==> src/sv/apg_pkg.sv <==
// ----------------------------------------------------------------------------
// Arc point generator package
// Shared types, CORDIC constants and the controller/datapath interface.
// ----------------------------------------------------------------------------
package apg_pkg;

  localparam int CordicIters = 16;
  localparam int DivSteps    = 24;
  localparam logic signed [32:0] CordicGainInv = 33'sd652032874;

  typedef struct packed {
    logic       load;
    logic       div_init;
    logic       div_step;
    logic       cor_init;
    logic       cor_step;
    logic [3:0] iter;
    logic       mul;
    logic       sum;
    logic       next_point;
  } apg_cmd_t;

  typedef struct packed {
    logic last_point;
  } apg_stat_t;

  function automatic logic signed [31:0] atan_lut(input logic [3:0] idx);
    logic signed [31:0] v;
    case (idx)
      4'd0:    v = 32'sh20000000;
      4'd1:    v = 32'sh12E4051E;
      4'd2:    v = 32'sh09FB385B;
      4'd3:    v = 32'sh051111D4;
      4'd4:    v = 32'sh028B0D43;
      4'd5:    v = 32'sh0145D7E1;
      4'd6:    v = 32'sh00A2F61E;
      4'd7:    v = 32'sh00517C55;
      4'd8:    v = 32'sh0028BE53;
      4'd9:    v = 32'sh00145F2F;
      4'd10:   v = 32'sh000A2F98;
      4'd11:   v = 32'sh000517CC;
      4'd12:   v = 32'sh00028BE6;
      4'd13:   v = 32'sh000145F3;
      4'd14:   v = 32'sh0000A2FA;
      4'd15:   v = 32'sh0000517D;
      default: v = 32'sh0;
    endcase
    return v;
  endfunction

  function automatic logic signed [15:0] to_q15(input logic signed [32:0] v);
    logic signed [33:0] t;
    logic signed [18:0] r;
    t = 34'(v) + 34'sd16384;
    r = 19'(t >>> 15);
    if (r > 19'sd32767) begin
      return 16'sd32767;
    end else if (r < -19'sd32768) begin
      return -16'sd32768;
    end
    return r[15:0];
  endfunction

endpackage

==> src/sv/apg_ctrl.sv <==
// ----------------------------------------------------------------------------
// Arc point generator controller
// Sequences division, CORDIC rotation, scaling and output for each point.
// ----------------------------------------------------------------------------
module apg_ctrl (
  input  logic               clk,
  input  logic               rst_n,
  input  logic               in_valid,
  output logic               in_ready,
  output logic               out_valid,
  input  logic               out_ready,
  output apg_pkg::apg_cmd_t  cmd,
  input  apg_pkg::apg_stat_t stat
);
  import apg_pkg::*;

  localparam logic [2:0] S_IDLE  = 3'd0;
  localparam logic [2:0] S_DINIT = 3'd1;
  localparam logic [2:0] S_DIV   = 3'd2;
  localparam logic [2:0] S_CINIT = 3'd3;
  localparam logic [2:0] S_ROT   = 3'd4;
  localparam logic [2:0] S_MUL   = 3'd5;
  localparam logic [2:0] S_SUM   = 3'd6;
  localparam logic [2:0] S_OUT   = 3'd7;

  logic [2:0] state_r, state_nxt;
  logic [4:0] cnt_r, cnt_nxt;

  assign in_ready  = (state_r == S_IDLE);
  assign out_valid = (state_r == S_OUT);

  always_comb begin
    state_nxt = state_r;
    cnt_nxt   = cnt_r;
    cmd       = '0;
    cmd.iter  = cnt_r[3:0];
    case (state_r)
      S_IDLE: begin
        if (in_valid) begin
          cmd.load  = 1'b1;
          state_nxt = S_DINIT;
        end
      end
      S_DINIT: begin
        cmd.div_init = 1'b1;
        cnt_nxt      = '0;
        state_nxt    = S_DIV;
      end
      S_DIV: begin
        cmd.div_step = 1'b1;
        cnt_nxt      = cnt_r + 5'd1;
        if (cnt_r == 5'(DivSteps - 1)) begin
          state_nxt = S_CINIT;
        end
      end
      S_CINIT: begin
        cmd.cor_init = 1'b1;
        cnt_nxt      = '0;
        state_nxt    = S_ROT;
      end
      S_ROT: begin
        cmd.cor_step = 1'b1;
        cnt_nxt      = cnt_r + 5'd1;
        if (cnt_r == 5'(CordicIters - 1)) begin
          state_nxt = S_MUL;
        end
      end
      S_MUL: begin
        cmd.mul   = 1'b1;
        state_nxt = S_SUM;
      end
      S_SUM: begin
        cmd.sum   = 1'b1;
        state_nxt = S_OUT;
      end
      S_OUT: begin
        if (out_ready) begin
          if (stat.last_point) begin
            state_nxt = S_IDLE;
          end else begin
            cmd.next_point = 1'b1;
            state_nxt      = S_DINIT;
          end
        end
      end
      default: begin
        state_nxt = S_IDLE;
      end
    endcase
  end

  always_ff @(posedge clk) begin
    if (!rst_n) begin
      state_r <= S_IDLE;
      cnt_r   <= '0;
    end else begin
      state_r <= state_nxt;
      cnt_r   <= cnt_nxt;
    end
  end

endmodule

==> src/sv/apg_datapath.sv <==
// ----------------------------------------------------------------------------
// Arc point generator datapath
// Angle interpolation divider, iterative CORDIC, scaling and saturation.
// ----------------------------------------------------------------------------
module apg_datapath #(
  parameter int MAX_STEPS  = 63,
  parameter int ANGLE_BITS = 16,
  parameter int COORD_BITS = 16
) (
  input  logic                clk,
  input  apg_pkg::apg_cmd_t   cmd,
  output apg_pkg::apg_stat_t  stat,
  input  logic signed [15:0]  in_origin_x,
  input  logic signed [15:0]  in_origin_y,
  input  logic [11:0]         in_radius,
  input  logic [15:0]         in_start_angle,
  input  logic [16:0]         in_end_angle,
  input  logic [5:0]          in_point_count,
  output logic signed [15:0]  out_point_x,
  output logic signed [15:0]  out_point_y,
  output logic [5:0]          out_point_index,
  output logic                out_last
);
  import apg_pkg::*;

  localparam logic signed [33:0] CoordHi = (34'sd1 <<< (COORD_BITS - 1)) - 34'sd1;
  localparam logic signed [33:0] CoordLo = -CoordHi - 34'sd1;

  logic signed [15:0] ox_r, oy_r;
  logic [11:0]        rad_r;
  logic [15:0]        st_r;
  logic               dneg_r;
  logic [16:0]        dmag_r;
  logic [5:0]         n_r, idx_r;
  logic [22:0]        mag_r;
  logic [23:0]        num_r, quo_r;
  logic [7:0]         rem_r;
  logic signed [32:0] x_r, y_r;
  logic signed [31:0] z_r;
  logic [1:0]         quad_r;
  logic signed [28:0] px_r, py_r;
  logic signed [15:0] ptx_r, pty_r;

  logic signed [17:0] diff;
  logic [5:0]         n_sat;
  logic [7:0]         trial_sh;
  logic [7:0]         dvsr;
  logic signed [24:0] off, ang_sum;
  logic [31:0]        phase;
  logic signed [32:0] dx, dy, xq, yq;
  logic signed [15:0] cq, sq;

  assign diff  = $signed({1'b0, in_end_angle}) - $signed({2'b0, in_start_angle});
  assign n_sat = (in_point_count > 6'(MAX_STEPS)) ? 6'(MAX_STEPS) : in_point_count;

  assign dvsr     = {1'b0, n_r, 1'b0};
  assign trial_sh = {rem_r[6:0], num_r[23]};

  always_comb begin
    if (n_r == 6'd0) begin
      off = '0;
    end else if (dneg_r) begin
      off = -$signed({1'b0, quo_r});
    end else begin
      off = $signed({1'b0, quo_r});
    end
  end
  assign ang_sum = $signed({9'b0, st_r}) + off;
  assign phase   = {ang_sum[ANGLE_BITS-1:0], {(32 - ANGLE_BITS){1'b0}}};

  assign dx = y_r >>> cmd.iter;
  assign dy = x_r >>> cmd.iter;

  always_comb begin
    case (quad_r)
      2'd1: begin
        xq = -y_r;
        yq = x_r;
      end
      2'd2: begin
        xq = -x_r;
        yq = -y_r;
      end
      2'd3: begin
        xq = y_r;
        yq = -x_r;
      end
      default: begin
        xq = x_r;
        yq = y_r;
      end
    endcase
  end
  assign cq = to_q15(xq);
  assign sq = to_q15(yq);

  function automatic logic signed [15:0] place(input logic signed [15:0] org,
                                               input logic signed [28:0] prod);
    logic signed [28:0] adj;
    logic signed [13:0] q;
    logic signed [33:0] s;
    adj = (prod < 0) ? prod + 29'sd32767 : prod;
    q   = 14'(adj >>> 15);
    s   = 34'(org) + 34'(q);
    if (s > CoordHi) begin
      s = CoordHi;
    end else if (s < CoordLo) begin
      s = CoordLo;
    end
    return s[15:0];
  endfunction

  always_ff @(posedge clk) begin
    if (cmd.load) begin
      ox_r   <= in_origin_x;
      oy_r   <= in_origin_y;
      rad_r  <= in_radius;
      st_r   <= in_start_angle;
      dneg_r <= diff[17];
      dmag_r <= diff[17] ? 17'(-diff) : diff[16:0];
      n_r    <= n_sat;
      idx_r  <= '0;
      mag_r  <= '0;
    end
    if (cmd.next_point) begin
      idx_r <= idx_r + 6'd1;
      mag_r <= mag_r + 23'(dmag_r);
    end
    if (cmd.div_init) begin
      num_r <= {mag_r, 1'b0} + 24'(n_r);
      rem_r <= '0;
      quo_r <= '0;
    end
    if (cmd.div_step) begin
      num_r <= {num_r[22:0], 1'b0};
      if (trial_sh >= dvsr) begin
        rem_r <= trial_sh - dvsr;
        quo_r <= {quo_r[22:0], 1'b1};
      end else begin
        rem_r <= trial_sh;
        quo_r <= {quo_r[22:0], 1'b0};
      end
    end
    if (cmd.cor_init) begin
      x_r    <= CordicGainInv;
      y_r    <= '0;
      z_r    <= $signed({2'b0, phase[29:0]});
      quad_r <= phase[31:30];
    end
    if (cmd.cor_step) begin
      if (z_r >= 0) begin
        x_r <= x_r - dx;
        y_r <= y_r + dy;
        z_r <= z_r - atan_lut(cmd.iter);
      end else begin
        x_r <= x_r + dx;
        y_r <= y_r - dy;
        z_r <= z_r + atan_lut(cmd.iter);
      end
    end
    if (cmd.mul) begin
      px_r <= $signed({1'b0, rad_r}) * cq;
      py_r <= $signed({1'b0, rad_r}) * sq;
    end
    if (cmd.sum) begin
      ptx_r <= place(ox_r, px_r);
      pty_r <= place(oy_r, py_r);
    end
  end

  assign stat.last_point = (idx_r == n_r);
  assign out_point_x     = ptx_r;
  assign out_point_y     = pty_r;
  assign out_point_index = idx_r;
  assign out_last        = (idx_r == n_r);

endmodule

==> src/sv/arc_point_generator.sv <==
// ----------------------------------------------------------------------------
// Arc point generator
// A new request is accepted only once every point of the previous request
// has been transferred. The points are computed one at a time by the 24-step
// serial divider and the 16-iteration shared CORDIC rotator.
// Reset: synchronous active-low rst_n returns the controller to idle.
// ----------------------------------------------------------------------------
module arc_point_generator #(
  parameter int MAX_STEPS  = 63,
  parameter int ANGLE_BITS = 16,
  parameter int COORD_BITS = 16
) (
  input  logic               clk,
  input  logic               rst_n,
  input  logic               in_valid,
  output logic               in_ready,
  input  logic signed [15:0] in_origin_x,
  input  logic signed [15:0] in_origin_y,
  input  logic [11:0]        in_radius,
  input  logic [15:0]        in_start_angle,
  input  logic [16:0]        in_end_angle,
  input  logic [5:0]         in_point_count,
  output logic               out_valid,
  input  logic               out_ready,
  output logic signed [15:0] out_point_x,
  output logic signed [15:0] out_point_y,
  output logic [5:0]         out_point_index,
  output logic               out_last
);
  import apg_pkg::*;

  apg_cmd_t  cmd;
  apg_stat_t stat;

  apg_ctrl u_ctrl (
    .clk       (clk),
    .rst_n     (rst_n),
    .in_valid  (in_valid),
    .in_ready  (in_ready),
    .out_valid (out_valid),
    .out_ready (out_ready),
    .cmd       (cmd),
    .stat      (stat)
  );

  apg_datapath #(
    .MAX_STEPS  (MAX_STEPS),
    .ANGLE_BITS (ANGLE_BITS),
    .COORD_BITS (COORD_BITS)
  ) u_dp (
    .clk             (clk),
    .cmd             (cmd),
    .stat            (stat),
    .in_origin_x     (in_origin_x),
    .in_origin_y     (in_origin_y),
    .in_radius       (in_radius),
    .in_start_angle  (in_start_angle),
    .in_end_angle    (in_end_angle),
    .in_point_count  (in_point_count),
    .out_point_x     (out_point_x),
    .out_point_y     (out_point_y),
    .out_point_index (out_point_index),
    .out_last        (out_last)
  );

  a_no_overlap: assert property (@(posedge clk) disable iff (!rst_n)
    out_valid |-> !in_ready) else $error("input ready while a point is pending");

  a_accept_busy: assert property (@(posedge clk) disable iff (!rst_n)
    (in_valid && in_ready) |=> (!in_ready && !out_valid))
    else $error("request transfer did not start work");

  a_last_idle: assert property (@(posedge clk) disable iff (!rst_n)
    (out_valid && out_ready && out_last) |=> in_ready)
    else $error("not idle after final point");

  a_first_index: assert property (@(posedge clk) disable iff (!rst_n)
    (in_valid && in_ready) |=> (out_point_index == 6'd0))
    else $error("point index not cleared on new request");

endmodule

==> config.mk <==
export PLATFORM = sky130hd
export DESIGN_NAME = arc_point_generator
export DESIGN_NICKNAME = d
export VERILOG_FILES = /design/src/sv/apg_pkg.sv /design/src/sv/apg_ctrl.sv /design/src/sv/apg_datapath.sv /design/src/sv/arc_point_generator.sv
export SDC_FILE = /design/constraint.sdc
export NUM_CORES = 2
export LEC_CHECK = 0
export ABC_CLOCK_PERIOD_IN_PS = 9320
export BUFFER_PORTS_ARGS = -buffer_cell sky130_fd_sc_hd__buf_4
export CELL_PAD_IN_SITES_DETAIL_PLACEMENT = 1
export CELL_PAD_IN_SITES_GLOBAL_PLACEMENT = 1
export CORE_MARGIN = 10
export CORE_UTILIZATION = 46
export CTS_BUF_LIST = sky130_fd_sc_hd__clkbuf_16
export DETAILED_ROUTE_END_ITERATION = 8
export PLACE_DENSITY_LB_ADDON = 0.1
export SKIP_CTS_REPAIR_TIMING = 1
export SYNTH_ARGS = -nofsm -noshare
export SYNTH_HDL_FRONTEND = slang
export SYNTH_SLANG_ARGS = --single-unit
==> constraint.sdc <==
create_clock -name clk -period 9.32 [get_ports clk]
set_input_delay 0.466 -clock clk [delete_from_list [all_inputs] [get_ports clk]]
set_output_delay 0.466 -clock clk [all_outputs]
set_load 0.03 [all_outputs]
==> results_tabular.tex <==
\begin{tabular}{lr}
\hline
Metric & Value \\
\hline
\multicolumn{2}{l}{\textbf{Critical path}} \\
Element type at the critical path start & flop \\
CP max-delay cell & sky130\_fd\_sc\_hd\_\_or4\_4 \\
Worst Setup End Kind & flop \\
Reg-to-reg slack, setup & -0.03 ns \\
Maximum cell stage delay along the critical path & 0.58 ns \\
Worst R2R End & u\_dp.py\_r[25]\$\_DFFE\_PP\_ \\
Sum of buffers and inverters on the critical path & 7 \\
Critical register-to-register path startpoint & u\_dp.x\_r[15]\$\_SDFFCE\_PN0P\_ \\
Critical Path RT & 9.71 ns \\
Path depth of the worst reg2reg path & 32 \\
Worst Setup Path Type & flop to flop \\
CP Max Fanout & 5 \\
Most common cell on crit path & sky130\_fd\_sc\_hd\_\_fa\_1 \\
Kind of cell adding the most delay to the critical path & simple AND/OR/NAND/NOR gates \\
Arrival time of the worst setup path & 9.74 ns \\
\multicolumn{2}{l}{\textbf{Clocking}} \\
Clk slew on worst S/H paths & 0.06 ns \\
H-tree level count & 2 \\
Worst-case clock buffer depth & 3 \\
Skew-Pair Late Insertion Delay & 0.69 ns \\
Clock tree from TritonCTS & built \\
Total CTS buffers & 50 \\
Sink count of the clock tree & 388 \\
Buffer cell driving the clock tree root & sky130\_fd\_sc\_hd\_\_clkbuf\_16 \\
\multicolumn{2}{l}{\textbf{Synth}} \\
Average instance area after synthesis & 9.283 sq um \\
EDFF count, synth & 349 \\
Synthesized netlist net count & 5871 \\
Syn Std Cell Area & 47130 sq um \\
Share of synthesized area occupied by flip-flops and latches & 23.89\% \\
Primary FF master, synth & sky130\_fd\_sc\_hd\_\_edfxtp\_1 \\
Warning count from the yosys run & 0 \\
Gate count after technology mapping & 5077 \\
Number of distinct library cells after synthesis & 83 \\
Fraction of registers with async set/reset & 0\% \\
\#FFs+latches synth & 388 \\
\multicolumn{2}{l}{\textbf{Floorplanning}} \\
Overall die area & 115700 sq um \\
Std-Cell Rows & 117 \\
Core footprint & 101700 sq um \\
Initial core utilization & 46.32\% \\
Chip Width & 340.1 um \\
Vertical die dimension & 340.1 um \\
Top-level I/O count & 128 \\
\multicolumn{2}{l}{\textbf{Final layout}} \\
Number of nets in the final layout & 6189 \\
Antenna diode count & 0 \\
Area Overhead vs Synth & 15.27\% \\
Layout cell share with drive strength beyond 1 & 17.37\% \\
Most common cell after layout, fill and taps aside & sky130\_fd\_sc\_hd\_\_inv\_1 \\
Finished Layout Cells & 6804 \\
Highest-count cells in the layout ignoring fill and taps & sky130\_fd\_sc\_hd\_\_inv\_1, sky130\_fd\_sc\_hd\_\_buf\_4, sky130\_fd\_sc\_hd\_\_fa\_1, sky130\_fd\_sc\_hd\_\_edfxtp\_1, sky130\_fd\_sc\_hd\_\_nor2\_1 \\
Final design area excluding fillers & 54320 sq um \\
\multicolumn{2}{l}{\textbf{Detailed routing}} \\
DRC violation total after the first TritonRoute iteration & 2351 \\
Total wire length & 143000 um \\
Number of vias in the routed layout & 39530 \\
DRT antenna net count & 0 \\
DRC Markers & 0 \\
First-pass detailed-route iteration total & 5 \\
Routed WL per cell & 21.02 um \\
Per-cell via count in the routed design & 5.810 \\
\multicolumn{2}{l}{\textbf{GRT}} \\
Fraction of met2 tracks used by global routing & 39.76\% \\
Met1 usage & 32.97\% \\
Antenna violations before repair & 1 \\
Via count of the first global-routing pass & 41390 \\
Grt ovf & 0 \\
GR met3 Demand/Resource & 3.685\% \\
Wire length of the first global-routing pass & 228400 um \\
Pin count of the biggest net entering global routing & 78 \\
Total global routing track utilization & 24.10\% \\
Busiest layer in global routing & met2 \\
\multicolumn{2}{l}{\textbf{Place}} \\
Half-perimeter wire length after detailed placement & 109400 um \\
Instance count after placement with tap cells included & 6626 \\
Total cell area at the placement stage & 51410 sq um \\
Global placement routability congestion & 0.8741 \\
Count of input and output buffers & 127 \\
\multicolumn{2}{l}{\textbf{Outcome}} \\
Failing checks & setup timing \\
Result of the run & complete, but fails checks \\
\multicolumn{2}{l}{\textbf{Min path}} \\
Worst min-delay path startpoint & in\_origin\_y[10] \\
Hold Crit Endpoint & u\_dp.oy\_r[10]\$\_DFFE\_PP\_ \\
Number of cells traversed by the worst hold path & 1 \\
Class of the tightest hold or removal check & input pin to flop \\
\multicolumn{2}{l}{\textbf{Timing}} \\
Final-report setup violation count & 2 \\
Headroom to the max-slew limit & 20.90\% \\
Number of failing hold endpoints at the final stage & 0 \\
Fin worst setup slack & -0.03078 ns \\
Final Cycle Share & 100.3\% \\
Setup repair after global routing missed its margin & true \\
Final min period & 9.351 ns \\
Post-route clock skew & 0.05737 ns \\
Count of pins over their slew limit & 0 \\
Worst slew pin tran & 1.186 ns \\
Highest achievable clock rate & 106.9 MHz \\
\multicolumn{2}{l}{\textbf{Job}} \\
Max-cap violations & 0 \\
\hline
\end{tabular}
kinds of logic (layout without fill, tap and decap cells):
family / after synthesis / in the layout / share of synthesized area, %
AO/OA/AOI/OAI: 1178 / 1178 / 16.74
AND/OR/NAND/NOR: 1302 / 1302 / 13.49
adder cells (fa/ha/maj): 707 / 707 / 24.60
buffers and inverters: 889 / 1248 / 7.402
XOR/XNOR: 456 / 456 / 8.474
multiplexers: 157 / 157 / 5.405
flip-flops: 388 / 388 / 23.89
final cells by class:
class | instances | area, sq um
Clock inverter | 40 | 397.9
Inverter | 591 | 2221
Timing Repair Buffer | 564 | 4596
Tap cell | 1368 | 1712
Sequential cell | 388 | 11270
Clock buffer | 53 | 1326
Multi-Input combinational cell | 3800 | 32800
Fill cell | 11560 | 47420
synthesized netlist by cell type (all sizes together) (7+ instances only):
| master | n | area share [%] |
|---|---|---|
| mux4 | 75 | 3.6 |
| a21oi | 215 | 2.3 |
| edfxtp | 349 | 22 |
| a2111oi | 7 | 0.13 |
| xor2 | 207 | 3.8 |
| or3 | 31 | 0.41 |
| a31oi | 193 | 2.6 |
| a221oi | 8 | 0.15 |
| o31ai | 50 | 0.80 |
| a21o | 66 | 1.1 |
| o41ai | 22 | 0.41 |
| or4 | 20 | 0.33 |
| o2111ai | 8 | 0.15 |
| o21ai | 221 | 2.3 |
| fa | 366 | 16 |
| mux2 | 30 | 0.72 |
| inv | 588 | 4.7 |
| ha | 341 | 9.1 |
| nand4 | 38 | 0.50 |
| o21bai | 20 | 0.32 |
| nor3b | 7 | 0.11 |
| nand3b | 11 | 0.18 |
| a31o | 174 | 3.2 |
| or2 | 28 | 0.37 |
| a211o | 10 | 0.19 |
| a21boi | 29 | 0.46 |
| and3 | 69 | 0.92 |
| clkbuf | 215 | 1.7 |
| nor4 | 35 | 0.46 |
| xnor2 | 249 | 4.6 |
| a211oi | 26 | 0.41 |
| nand2b | 56 | 0.74 |
| nand2 | 327 | 2.6 |
| buf | 83 | 0.98 |
| dfxtp | 39 | 1.7 |
| nor2 | 343 | 2.7 |
| nand3 | 104 | 1.1 |
| nor3 | 97 | 1.0 |
| o21a | 55 | 0.88 |
| o211ai | 18 | 0.29 |
| mux2i | 52 | 1.1 |
| nor2b | 44 | 0.58 |
| and2 | 73 | 1.0 |
sequential cells by signal, indices dropped and copies added (netlist names), named ones only:
| register | flops |
|---|---|
| u_dp.mag_r | 23 |
| u_ctrl.state_r | 3 |
| u_dp.quad_r | 2 |
| u_dp.st_r | 16 |
| u_dp.py_r | 29 |
| u_dp.rem_r | 7 |
| u_ctrl.cnt_r | 5 |
| u_dp.z_r | 32 |
| u_dp.ox_r | 16 |
| u_dp.num_r | 24 |
| u_dp.dneg_r | 1 |
| u_dp.quo_r | 16 |
| u_dp.oy_r | 16 |
| u_dp.px_r | 29 |
| u_dp.dmag_r | 17 |
| u_dp.out_point_x | 16 |
| u_dp.n_r | 6 |
| u_dp.out_point_index | 6 |
| u_dp.rad_r | 12 |
| u_dp.out_point_y | 16 |
| u_dp.y_r | 33 |
| u_dp.x_r | 33 |
how the worst max path moves through the flow:
stage / startpoint / to / slack (ns) / cells after the start
final: u_dp.x_r[15]$_SDFFCE_PN0P_ / u_dp.py_r[25]$_DFFE_PP_ / -0.03 / 32
after global routing: u_dp.x_r[15]$_SDFFCE_PN0P_ / u_dp.py_r[28]$_DFFE_PP_ / -0.36 / 32
after CTS: u_dp.x_r[18]$_SDFFCE_PN1P_ / u_dp.py_r[26]$_DFFE_PP_ / -0.26 / 32
after detailed placement: u_dp.x_r[19]$_SDFFCE_PN1P_ / u_dp.py_r[26]$_DFFE_PP_ / -0.25 / 32
after global placement: u_dp.x_r[18]$_SDFFCE_PN1P_ / u_dp.py_r[28]$_DFFE_PP_ / -0.02 / 32
after floorplan: u_dp.x_r[16]$_SDFFCE_PN1P_ / u_dp.py_r[28]$_DFFE_PP_ / -0.27 / 38
through the flow:
stage          setup TNS (ns)  setup slack [ns]  hold slack [ns]  util (%)
2_1_floorplan         -0.8353           -0.2702           0.4495         -
3_3_place_gp         -0.03819          -0.01972           0.4655     50.53
3_5_place_dp           -1.539           -0.2528           0.5017     50.53
4_1_cts                -1.539           -0.2566         -0.09800     52.23
5_1_grt                -2.841           -0.3583        0.0005224     53.39
6_report             -0.04421          -0.03078          0.02765     53.39
per-layer routing:
metal / up-vias / wire length (um)
met2: 888 / 67670
met1: 19960 / 64480
li1: 18500 / -
met4: 0 / 3386
met5: - / 0
met3: 179 / 7497
worst register-to-register path, delay by kind of cell (launching register included):
kind / cells / cell delay, ns
simple gates: 10 / 3.64
fa+ha+maj: 6 / 2.73
compound gates: 8 / 1.61
buf+inv: 7 / 0.63
flops: 1 / 0.41
xor+xnor: 1 / 0.08
Power is not shown: default switching activity piles up to over one toggle a cycle in this logic, so the estimate is an artifact.
